[src/rtl/smmc_pkg.sv]
// Shared types and constants for the stepper motion mode controller.
package smmc_pkg;

  // Host op codes on the input channel
  localparam logic [2:0] OP_TICK    = 3'd0;
  localparam logic [2:0] OP_MOVE    = 3'd1;
  localparam logic [2:0] OP_SET_VEL = 3'd2;
  localparam logic [2:0] OP_STOP    = 3'd3;
  localparam logic [2:0] OP_ENABLE  = 3'd4;
  localparam logic [2:0] OP_SET_POS = 3'd5;

  // Command queue between front and back
  localparam int unsigned Q_DEPTH = 2;
  localparam int unsigned Q_AW    = (Q_DEPTH > 1) ? $clog2(Q_DEPTH) : 1;
  localparam int unsigned Q_CW    = $clog2(Q_DEPTH + 1);

  // Number of result slots per item
  localparam int unsigned N_SLOTS = 3;

  typedef enum logic [1:0] {
    MODE_DISABLED = 2'd0,
    MODE_STOPPED  = 2'd1,
    MODE_MOVING   = 2'd2,
    MODE_VELOCITY = 2'd3
  } mode_t;

  typedef enum logic [2:0] {
    GEN_NONE        = 3'd0,
    GEN_STOP        = 3'd1,
    GEN_START_COUNT = 3'd2,
    GEN_START_VEL   = 3'd3,
    GEN_SET_FREQ    = 3'd4
  } gen_t;

  // Classified item kinds
  typedef enum logic [2:0] {
    KIND_TICK,
    KIND_MOVE,
    KIND_SET_VEL,
    KIND_STOP,
    KIND_ENABLE,
    KIND_SET_POS,
    KIND_REJECT
  } kind_t;

  typedef struct packed {
    kind_t       kind;
    logic [31:0] value;
    logic [31:0] rate;
    logic [31:0] emitted;
    logic        done;
  } item_t;

  typedef struct packed {
    gen_t        cmd;
    logic [31:0] count;
    logic [31:0] rate;
    logic        ccw;
  } res_t;

endpackage

[src/rtl/stepper_motion_mode_controller_core.sv]
// Stepper motion mode controller: one channel of step/dir mode control, ticks and host commands.
// Each input item (a feedback tick or a host command) yields one to three results, one per
// generator command, and the result port moves one transfer per cycle while out_ready is high;
// a command or quiet tick yields one result, a tick that stops, starts and sets the frequency
// yields three. Items first pass a classifier and a two-entry queue, so input transfers
// continue while the results of an earlier item drain; the back end applies the next item in
// the same cycle as the final result of the previous one is transferred. The mode, position
// and at-target fields show the state after the item and repeat on each of its results;
// last marks the final one.
module stepper_motion_mode_controller_core (
  input  logic               clk,
  input  logic               rst_n,
  input  logic               in_valid,
  output logic               in_ready,
  input  logic [2:0]         in_op,
  input  logic signed [31:0] in_operand_value,
  input  logic [31:0]        in_move_rate,
  input  logic [31:0]        in_pulses_emitted,
  input  logic               in_pulse_done,
  output logic               out_valid,
  input  logic               out_ready,
  output logic [1:0]         out_mode,
  output logic signed [31:0] out_position,
  output logic               out_at_target,
  output logic               out_accepted,
  output logic [2:0]         out_gen_cmd,
  output logic [31:0]        out_gen_count,
  output logic [31:0]        out_gen_rate,
  output logic               out_dir_ccw,
  output logic               out_last
);
  import smmc_pkg::*;

  logic  q_valid, q_ready;
  item_t q_item;

  smmc_front u_front (
    .clk               (clk),
    .rst_n             (rst_n),
    .in_valid          (in_valid),
    .in_ready          (in_ready),
    .in_op             (in_op),
    .in_operand_value  (in_operand_value),
    .in_move_rate      (in_move_rate),
    .in_pulses_emitted (in_pulses_emitted),
    .in_pulse_done     (in_pulse_done),
    .q_valid           (q_valid),
    .q_ready           (q_ready),
    .q_item            (q_item)
  );

  smmc_back u_back (
    .clk           (clk),
    .rst_n         (rst_n),
    .q_valid       (q_valid),
    .q_ready       (q_ready),
    .q_item        (q_item),
    .out_valid     (out_valid),
    .out_ready     (out_ready),
    .out_mode      (out_mode),
    .out_position  (out_position),
    .out_at_target (out_at_target),
    .out_accepted  (out_accepted),
    .out_gen_cmd   (out_gen_cmd),
    .out_gen_count (out_gen_count),
    .out_gen_rate  (out_gen_rate),
    .out_dir_ccw   (out_dir_ccw),
    .out_last      (out_last)
  );

endmodule

[src/rtl/smmc_front.sv]
// Front end: classifies incoming items and queues them for the back end.
module smmc_front (
  input  logic                clk,
  input  logic                rst_n,
  input  logic                in_valid,
  output logic                in_ready,
  input  logic [2:0]          in_op,
  input  logic signed [31:0]  in_operand_value,
  input  logic [31:0]         in_move_rate,
  input  logic [31:0]         in_pulses_emitted,
  input  logic                in_pulse_done,
  output logic                q_valid,
  input  logic                q_ready,
  output smmc_pkg::item_t     q_item
);
  import smmc_pkg::*;

  item_t           mem_r [Q_DEPTH];
  logic [Q_AW-1:0] wr_ptr_r, wr_ptr_nxt;
  logic [Q_AW-1:0] rd_ptr_r, rd_ptr_nxt;
  logic [Q_CW-1:0] cnt_r, cnt_nxt;
  item_t           cls;
  logic            push, pop;

  // Classify the op; a move with zero rate and unknown ops are rejected
  always_comb begin
    cls.value   = in_operand_value;
    cls.rate    = in_move_rate;
    cls.emitted = in_pulses_emitted;
    cls.done    = in_pulse_done;
    case (in_op)
      OP_TICK:    cls.kind = KIND_TICK;
      OP_MOVE:    cls.kind = (in_move_rate == 32'd0) ? KIND_REJECT : KIND_MOVE;
      OP_SET_VEL: cls.kind = KIND_SET_VEL;
      OP_STOP:    cls.kind = KIND_STOP;
      OP_ENABLE:  cls.kind = KIND_ENABLE;
      OP_SET_POS: cls.kind = KIND_SET_POS;
      default:    cls.kind = KIND_REJECT;
    endcase
  end

  assign in_ready = (cnt_r != Q_CW'(Q_DEPTH));
  assign q_valid  = (cnt_r != '0);
  assign q_item   = mem_r[rd_ptr_r];
  assign push     = in_valid & in_ready;
  assign pop      = q_valid & q_ready;

  // Advance pointers and occupancy
  always_comb begin
    wr_ptr_nxt = wr_ptr_r;
    rd_ptr_nxt = rd_ptr_r;
    cnt_nxt    = cnt_r;
    if (push) begin
      wr_ptr_nxt = (wr_ptr_r == Q_AW'(Q_DEPTH - 1)) ? '0 : wr_ptr_r + 1'b1;
    end
    if (pop) begin
      rd_ptr_nxt = (rd_ptr_r == Q_AW'(Q_DEPTH - 1)) ? '0 : rd_ptr_r + 1'b1;
    end
    if (push && !pop) begin
      cnt_nxt = cnt_r + 1'b1;
    end else if (pop && !push) begin
      cnt_nxt = cnt_r - 1'b1;
    end
  end

  always_ff @(posedge clk) begin
    if (!rst_n) begin
      wr_ptr_r <= '0;
      rd_ptr_r <= '0;
      cnt_r    <= '0;
    end else begin
      wr_ptr_r <= wr_ptr_nxt;
      rd_ptr_r <= rd_ptr_nxt;
      cnt_r    <= cnt_nxt;
    end
  end

  // Store the classified item
  always_ff @(posedge clk) begin
    if (push) begin
      mem_r[wr_ptr_r] <= cls;
    end
  end

endmodule

[src/rtl/smmc_back.sv]
// Back end: applies items to the controller state and issues generator results.
module smmc_back (
  input  logic                clk,
  input  logic                rst_n,
  input  logic                q_valid,
  output logic                q_ready,
  input  smmc_pkg::item_t     q_item,
  output logic                out_valid,
  input  logic                out_ready,
  output logic [1:0]          out_mode,
  output logic signed [31:0]  out_position,
  output logic                out_at_target,
  output logic                out_accepted,
  output logic [2:0]          out_gen_cmd,
  output logic [31:0]         out_gen_count,
  output logic [31:0]         out_gen_rate,
  output logic                out_dir_ccw,
  output logic                out_last
);
  import smmc_pkg::*;

  // Controller state
  mode_t       mode_r, mode_nxt;
  logic [31:0] position_r, position_nxt;
  logic [31:0] baseline_r, baseline_nxt;
  logic        dir_cw_r, dir_cw_nxt;
  logic        move_done_r, move_done_nxt;
  logic [31:0] tgt_r, tgt_nxt;
  logic [31:0] srate_r, srate_nxt;
  logic [31:0] svel_r, svel_nxt;
  logic        sen_r, sen_nxt;
  logic        svmode_r, svmode_nxt;
  logic        stop_pend_r, stop_pend_nxt;
  logic        setpos_pend_r, setpos_pend_nxt;
  logic [31:0] setpos_val_r, setpos_val_nxt;

  // Result slots: exit stop, entry start, run command
  res_t              slot_r [N_SLOTS];
  res_t              slot_nxt [N_SLOTS];
  logic [N_SLOTS-1:0] slot_vld_r, slot_vld_nxt;
  logic              at_tgt_r, at_tgt_nxt;
  logic              acc_r, acc_nxt;

  logic        take, out_xfer, is_last;
  logic [31:0] pos0, base1, em, mag;
  mode_t       want;
  logic        md0, chg, dir1, started, vel_cw, tgt_gt, dn;
  res_t        sel;

  assign vel_cw = ~svel_r[31];
  assign mag    = vel_cw ? svel_r : (32'd0 - svel_r);

  // Result port: lowest valid slot goes first
  always_comb begin
    if (slot_vld_r[0]) begin
      sel = slot_r[0];
    end else if (slot_vld_r[1]) begin
      sel = slot_r[1];
    end else begin
      sel = slot_r[2];
    end
  end

  assign is_last  = (slot_vld_r == 3'b001) || (slot_vld_r == 3'b010) ||
                    (slot_vld_r == 3'b100);
  assign out_valid = (slot_vld_r != '0);
  assign out_xfer  = out_valid & out_ready;
  assign q_ready   = (slot_vld_r == '0) | (out_xfer & is_last);
  assign take      = q_valid & q_ready;

  assign out_mode      = mode_r;
  assign out_position  = position_r;
  assign out_at_target = at_tgt_r;
  assign out_accepted  = acc_r;
  assign out_gen_cmd   = sel.cmd;
  assign out_gen_count = sel.count;
  assign out_gen_rate  = sel.rate;
  assign out_dir_ccw   = sel.ccw;
  assign out_last      = is_last;

  // Pending requests and mode choice for a tick
  always_comb begin
    pos0 = setpos_pend_r ? setpos_val_r : position_r;
    md0  = stop_pend_r | move_done_r;
    case (mode_r)
      MODE_DISABLED: want = sen_r ? MODE_STOPPED : MODE_DISABLED;
      MODE_STOPPED: begin
        if (!sen_r) want = MODE_DISABLED;
        else if (svmode_r) want = MODE_VELOCITY;
        else if (tgt_r != pos0) want = MODE_MOVING;
        else want = MODE_STOPPED;
      end
      MODE_MOVING: begin
        if (!sen_r) want = MODE_DISABLED;
        else if (svmode_r) want = MODE_VELOCITY;
        else if (md0) want = MODE_STOPPED;
        else want = MODE_MOVING;
      end
      default: begin
        if (!sen_r) want = MODE_DISABLED;
        else if (!svmode_r) want = MODE_STOPPED;
        else want = MODE_VELOCITY;
      end
    endcase
    chg    = (want != mode_r);
    tgt_gt = ($signed(tgt_r) > $signed(pos0));
  end

  // Apply one item to the state and fill the result slots
  always_comb begin
    mode_nxt        = mode_r;
    position_nxt    = position_r;
    baseline_nxt    = baseline_r;
    dir_cw_nxt      = dir_cw_r;
    move_done_nxt   = move_done_r;
    tgt_nxt         = tgt_r;
    srate_nxt       = srate_r;
    svel_nxt        = svel_r;
    sen_nxt         = sen_r;
    svmode_nxt      = svmode_r;
    stop_pend_nxt   = stop_pend_r;
    setpos_pend_nxt = setpos_pend_r;
    setpos_val_nxt  = setpos_val_r;
    acc_nxt         = acc_r;
    base1           = baseline_r;
    dir1            = dir_cw_r;
    started         = 1'b0;
    em              = q_item.emitted;
    dn              = q_item.done;
    for (int i = 0; i < N_SLOTS; i++) begin
      slot_nxt[i] = slot_r[i];
    end
    slot_vld_nxt = out_xfer ? (slot_vld_r & (slot_vld_r - 1'b1)) : slot_vld_r;

    if (take) begin
      acc_nxt      = 1'b1;
      slot_vld_nxt = '0;
      for (int i = 0; i < N_SLOTS; i++) begin
        slot_nxt[i] = '{cmd: GEN_NONE, count: 32'd0, rate: 32'd0, ccw: ~dir_cw_r};
      end
      case (q_item.kind)
        KIND_TICK: begin
          setpos_pend_nxt = 1'b0;
          stop_pend_nxt   = 1'b0;
          move_done_nxt   = md0;
          position_nxt    = pos0;
          mode_nxt        = want;
          // exit action
          if (chg && (mode_r == MODE_MOVING || mode_r == MODE_VELOCITY)) begin
            slot_vld_nxt[0] = 1'b1;
            slot_nxt[0].cmd = GEN_STOP;
            if (mode_r == MODE_MOVING) begin
              move_done_nxt = 1'b1;
            end
          end
          // entry action
          if (chg && want == MODE_MOVING) begin
            move_done_nxt     = 1'b0;
            base1             = pos0;
            dir1              = tgt_gt;
            started           = 1'b1;
            slot_vld_nxt[1]   = 1'b1;
            slot_nxt[1].cmd   = GEN_START_COUNT;
            slot_nxt[1].count = tgt_gt ? (tgt_r - pos0) : (pos0 - tgt_r);
            slot_nxt[1].rate  = srate_r;
            slot_nxt[1].ccw   = ~tgt_gt;
          end else if (chg && want == MODE_VELOCITY) begin
            move_done_nxt    = 1'b0;
            base1            = pos0;
            dir1             = vel_cw;
            started          = 1'b1;
            slot_vld_nxt[1]  = 1'b1;
            slot_nxt[1].cmd  = GEN_START_VEL;
            slot_nxt[1].rate = mag;
            slot_nxt[1].ccw  = ~vel_cw;
          end
          // feedback counts as zero right after a start
          if (started) begin
            em = 32'd0;
            dn = 1'b0;
          end
          baseline_nxt = base1;
          dir_cw_nxt   = dir1;
          // run action
          if (want == MODE_MOVING) begin
            move_done_nxt = dn;
            position_nxt  = dir1 ? (base1 + em) : (base1 - em);
          end else if (want == MODE_VELOCITY) begin
            position_nxt     = dir1 ? (base1 + em) : (base1 - em);
            slot_vld_nxt[2]  = 1'b1;
            slot_nxt[2].rate = mag;
            if (vel_cw != dir1) begin
              dir_cw_nxt      = vel_cw;
              baseline_nxt    = dir1 ? (base1 + em) : (base1 - em);
              slot_nxt[2].cmd = GEN_START_VEL;
              slot_nxt[2].ccw = ~vel_cw;
            end else begin
              slot_nxt[2].cmd = GEN_SET_FREQ;
              slot_nxt[2].ccw = ~dir1;
            end
          end
          // no generator command: a single idle result
          if (slot_vld_nxt == '0) begin
            slot_vld_nxt[2] = 1'b1;
            slot_nxt[2].ccw = ~dir_cw_nxt;
          end
        end
        KIND_MOVE: begin
          tgt_nxt         = q_item.value;
          srate_nxt       = q_item.rate;
          svmode_nxt      = 1'b0;
          slot_vld_nxt[2] = 1'b1;
        end
        KIND_SET_VEL: begin
          svmode_nxt      = 1'b1;
          svel_nxt        = q_item.value;
          slot_vld_nxt[2] = 1'b1;
        end
        KIND_STOP: begin
          tgt_nxt         = position_r;
          svmode_nxt      = 1'b0;
          stop_pend_nxt   = 1'b1;
          slot_vld_nxt[2] = 1'b1;
        end
        KIND_ENABLE: begin
          sen_nxt         = q_item.value[0];
          slot_vld_nxt[2] = 1'b1;
        end
        KIND_SET_POS: begin
          setpos_pend_nxt = 1'b1;
          setpos_val_nxt  = q_item.value;
          slot_vld_nxt[2] = 1'b1;
        end
        default: begin
          acc_nxt         = 1'b0;
          slot_vld_nxt[2] = 1'b1;
        end
      endcase
    end
    at_tgt_nxt = (tgt_nxt == position_nxt);
  end

  // Control and architectural state
  always_ff @(posedge clk) begin
    if (!rst_n) begin
      mode_r        <= MODE_DISABLED;
      position_r    <= '0;
      baseline_r    <= '0;
      dir_cw_r      <= 1'b0;
      move_done_r   <= 1'b0;
      tgt_r         <= '0;
      srate_r       <= '0;
      svel_r        <= '0;
      sen_r         <= 1'b0;
      svmode_r      <= 1'b0;
      stop_pend_r   <= 1'b0;
      setpos_pend_r <= 1'b0;
      setpos_val_r  <= '0;
      slot_vld_r    <= '0;
      at_tgt_r      <= 1'b0;
      acc_r         <= 1'b0;
    end else begin
      mode_r        <= mode_nxt;
      position_r    <= position_nxt;
      baseline_r    <= baseline_nxt;
      dir_cw_r      <= dir_cw_nxt;
      move_done_r   <= move_done_nxt;
      tgt_r         <= tgt_nxt;
      srate_r       <= srate_nxt;
      svel_r        <= svel_nxt;
      sen_r         <= sen_nxt;
      svmode_r      <= svmode_nxt;
      stop_pend_r   <= stop_pend_nxt;
      setpos_pend_r <= setpos_pend_nxt;
      setpos_val_r  <= setpos_val_nxt;
      slot_vld_r    <= slot_vld_nxt;
      at_tgt_r      <= at_tgt_nxt;
      acc_r         <= acc_nxt;
    end
  end

  // Result slot payload
  always_ff @(posedge clk) begin
    for (int i = 0; i < N_SLOTS; i++) begin
      slot_r[i] <= slot_nxt[i];
    end
  end

endmodule
[config.mk]
export PLATFORM = sky130hd
export DESIGN_NAME = stepper_motion_mode_controller_core
export DESIGN_NICKNAME = d
export VERILOG_FILES = /design/src/rtl/smmc_pkg.sv /design/src/rtl/stepper_motion_mode_controller_core.sv /design/src/rtl/smmc_front.sv /design/src/rtl/smmc_back.sv
export SDC_FILE = /design/constraint.sdc
export NUM_CORES = 1
export LEC_CHECK = 0
export BUFFER_PORTS_ARGS = -buffer_cell sky130_fd_sc_hd__buf_2
export CORE_ASPECT_RATIO = 1.25
export CORE_MARGIN = 10
export CORE_UTILIZATION = 25
export DETAILED_ROUTE_END_ITERATION = 8
export PLACE_DENSITY = 0.39
export SETUP_SLACK_MARGIN = 0.4
export SLEW_MARGIN = 40
export SYNTH_ARGS = -nofsm -noshare
export SYNTH_HDL_FRONTEND = slang
export SYNTH_SLANG_ARGS = --single-unit
[constraint.sdc]
create_clock -name clk -period 9.4 [get_ports clk]
set_clock_uncertainty 0.05 [all_clocks]
set_input_delay 1.41 -clock clk [delete_from_list [all_inputs] [get_ports clk]]
set_output_delay 1.41 -clock clk [all_outputs]
set_load 0.05 [all_outputs]
==> results <==
- The run finished with clean final reports.
- In the post-synthesis netlist, the biggest area contributors are sky130_fd_sc_hd__edfxtp_1, sky130_fd_sc_hd__dfxtp_1, sky130_fd_sc_hd__mux2i_1.
- Clock-pin slew was measured on the worst setup and hold paths at ~0.06 ns.
- In this run, synthesis inferred between 300 and 400 flip-flops with an integrated enable.
- The initial antenna violation count is 19.
- The placed cell count is around 4.7k.
- Max-cap violations in this run came to 0.
- For this run, the slowest stage of the critical path takes approximately 0.69 ns.
- The via count of the first global-routing pass came to between 20k and 25k.
- The worst setup path is captured at a flop.
- TritonCTS built the clock tree.
- The maximum fanout encountered on the critical timing path is 27.
- The gate count after technology mapping is around 3.1k.
- The destination of the worst register-to-register timing path is u_back.out_at_target.
- The commonest cells after synthesis are sky130_fd_sc_hd__nor2_1, sky130_fd_sc_hd__edfxtp_1, sky130_fd_sc_hd__nand2_1, sky130_fd_sc_hd__a21oi_1, sky130_fd_sc_hd__dfxtp_1.
- The worst setup path is launched from a flop.
- Summed over all cells, the static leakage comes to 12.7 nW.
- The total number of yosys warnings is 0.
- The cell depth of the worst min-delay path is 2.
- Power comes to between 10 and 15 mW.
- The share of the yosys chip area belonging to registers is 45.8%.
- The DRC violation count after routing is 0.
- The placeable core area is around 120000 um2.
- The slowest stage of the critical path belongs to the cell sky130_fd_sc_hd__o32ai_1.
- The start of the worst register-to-register path is u_back.setpos_pend_r.
- The wire length of the first global-routing pass is 171 mm.
- The cell with the most instances after synthesis is sky130_fd_sc_hd__nor2_1.
- The worst path uses 92.4% of the clock period.
- In this run the number of H-tree levels came out at 2.
- Counting every net in the synthesized netlist gives 3291.
- The number of pins with negative max-slew slack in the final report is 0.
- The synthesized design spends more area on one cell type than any other, namely sky130_fd_sc_hd__edfxtp_1.
- The area added between synthesis and finish is 17.4%.
- The final-layout fill cell count is ~12k.
- The type of the worst setup path is reg2reg.
- Using the TritonRoute via totals, the vias-per-cell ratio works out to 4.96.
- Counting flops and latches in the post-synthesis netlist gives 514.
- The maximum vdd ir drop is 0.000254 V.
- The final layout contains routed wiring with a total length of ~120 mm.
- The mapped netlist covers about 29000 um2.
- Setup violations remaining at the end of the flow were counted as 0.
- Summing over every cut layer, the via total after detailed routing is about 24k.
- The critical path required time is roughly 10 ns.
- The worst setup timing slack at the placement stage is about 0.73 ns.
- In this run the most critical hold path is launched from u_back.baseline_r[28].
- In this run the power density over the cells is around 330 nW/um2.
- Counting along the longest clock path gives a buffer depth of 3.
- The overall global routing resource usage is 17.4%.
- The die is approximately 400 um tall.
- In the final layout, the share of cells above drive strength 1 is between 10% and 20%.
- In the synthesized netlist the dominant register cell turns out to be sky130_fd_sc_hd__edfxtp_1.
- The insertion delay to the later sink of the worst-skew pair is between 0.6 and 0.7 ns.
- At the end of routability-driven placement, the weighted congestion stood at ~0.89.
- The number of placement rows is 140.
- The tightest min-delay check is of the reg2reg type.
- The async set or reset register ratio after synthesis is 0%.
- The total negative slack is 0 ns.
- The residual antenna-violating net count after detailed routing is 0.
- The total of buffers placed on input and output ports is 210.
- Data arrives at the worst endpoint at about 9 ns.
- The master cell of the clock root buffer is sky130_fd_sc_hd__clkbuf_16.
- The kind of cell with the highest combined delay along the critical path is simple AND/OR/NAND/NOR gates.
- The worst slew slack as a fraction of its limit is around 44%.
- The number of distinct library cells after synthesis is approximately 110.
- The actual slew at the worst max-slew pin is about 0.81 ns.
- The mean post-synth cell area is between 9 and 10 um2.
- The worst path needs between 8 and 9 ns of the cycle, external delays included.
- The smallest setup slack after layout is approximately 0.72 ns.
- The aggregate global routing overflow is 0.
- The area enclosed by the die boundary is around 130000 um2.
- After synthesis, the largest area contributor takes up 31.3% of total cell area.
- The worst register-to-register path has a depth of 25.
- Excluding fillers, the count of instances in the completed layout stands at 4858.
- After the last flow step, the layout net total stands at approximately 3.5k.
- The setup check on the worst reg-to-reg path leaves a slack of 0.72 ns.
- Setup repair after global routing left no endpoint under its margin.
- about 210 I/O pins were placed.
- Detailed placement finished with a half-perimeter wire length of ~90 mm.
- Measured along the x axis, the die boundary spans approximately 330 um.
- The first-pass detailed-route iteration total is 5.
- The critical path contains buffers and inverters numbering 2 combined.
- The total count of hold-check failures in the final report is 0.
- The number of CTS-inserted buffers is 60.
- Once the floorplan was initialized, standard cells occupied 25.1% of the core.
- Entering global routing, the biggest net connects 100 pins.
- In the final routed layout, each cell accounts on average for around 24 um.
- The worst-case hold path end point is u_back.baseline_r[28].
- CTS saw just over 500 sinks.
- For this run, the top clock speed supported by timing is approximately 120 MHz.
- The starting DRC count in detailed routing is roughly 1.8k.
-- registers in the layout, summed over array words and instances, names as in the netlist, 2 cells and up, named ones only --
register,cells
u_back.svel_r,32
u_back.setpos_val_r,32
u_back.out_position,32
u_back.slot_vld_r,3
u_back.out_mode,2
u_front.mem_r,200
u_front.cnt_r,2
u_back.slot_r,104
u_back.srate_r,32
u_back.baseline_r,32
u_back.tgt_r,32
-- timing repair --
action	CTS	global route
endpoints found under the hold margin	0	0
hold buffers	0	0
setup endpoints to repair	0	1
resized for setup	0	1
buffers inserted	0	0
-- kinds of logic after synthesis --
kind of cell | count (synthesis) | share of synthesized area, %
AO/OA/AOI/OAI | 851 | 18.7
XOR/XNOR | 126 | 3.79
adder cells (fa/ha/maj) | 108 | 4.71
buffers and inverters | 299 | 4.21
flip-flops | 514 | 45.8
multiplexers | 201 | 7.00
AND/OR/NAND/NOR | 980 | 15.8
-- metrics by stage --
step,cell area (um2),hold slack [ns],util (%)
after floorplan,29100,0.387,-
after global placement,32100,0.395,27.6
after detailed placement,32200,0.397,27.7
after CTS,34200,0.405,29.4
after global routing,34200,0.416,29.5
final,34200,0.407,29.5
-- worst min-delay path: cells and delay by family (launching register included) --
family	cells	cell delay, ns
compound gates	1	0.05
flops	1	0.31
simple gates	1	0.05
-- metal layers --
| metal | GRT usage, % | share of wire [%] |
|---|---|---|
| met5 | 0 | 0.12 |
| met4 | 3.61 | 2.1 |
| met3 | 2.73 | 5.0 |
| met2 | 28.5 | 46 |
| met1 | 24.0 | 47 |
-- worst max path at each step --
stage	from	to	slack, ns	cells after the start
after floorplan	out_ready	u_back.svel_r[31]	1.21	8
after CTS	u_back.setpos_pend_r	u_back.out_at_target	0.67	25
after global placement	u_back.setpos_pend_r	u_back.out_at_target	0.62	25
after detailed placement	u_back.setpos_pend_r	u_back.out_at_target	0.73	25
after global routing	u_back.setpos_pend_r	u_back.out_at_target	0.46	26
final	u_back.setpos_pend_r	u_back.out_at_target	0.72	25
-- placed cells by master (no fill, tap or decap), drive strengths merged, types with 7 or more instances in the layout --
master     n
and4       7
clkinv    25
inv      109
o211ai    15
a211o      8
a21oi    222
nand4     31
or2       15
a21o      42
a31oi     25
nor2     405
buf      292
and3      17
o22ai     14
o31ai     21
o21bai    27
nor2b     19
mux2i    178
nand3     32
and2      54
nor3      50
a211oi   146
nor3b      7
ha       105
o21a      18
nor4      26
nand2    254
clkbuf    79
xor2      75
xnor2     51
or3       23
o2111ai    9
a221oi     7
o41ai      8
nand2b    18
edfxtp   304
mux2      23
o21ai    211
dfxtp    210
-- report_power, final --
| group | switching, mW | leakage, nW | internal (mW) |
|---|---|---|---|
| logic | 3.74 | 7.12 | 1.83 |
| registers | 0.263 | 4.59 | 2.90 |
| clock network | 1.04 | 0.999 | 1.38 |
-- layout make-up --
cell class              count  area (um2)  area share [%]
clock buffers              79        1690            4.93
repair buffers            292        1720            5.01
flip-flops and latches    514       13300            39.0
clock inverters            33         349            1.02
well taps                1562        1950            5.71
inverters                 107         409            1.20
multi-input cells        2266       14700            43.1
diodes                      5        12.5          0.0366
No activity file was read; power rests on OpenSTA's default activity.
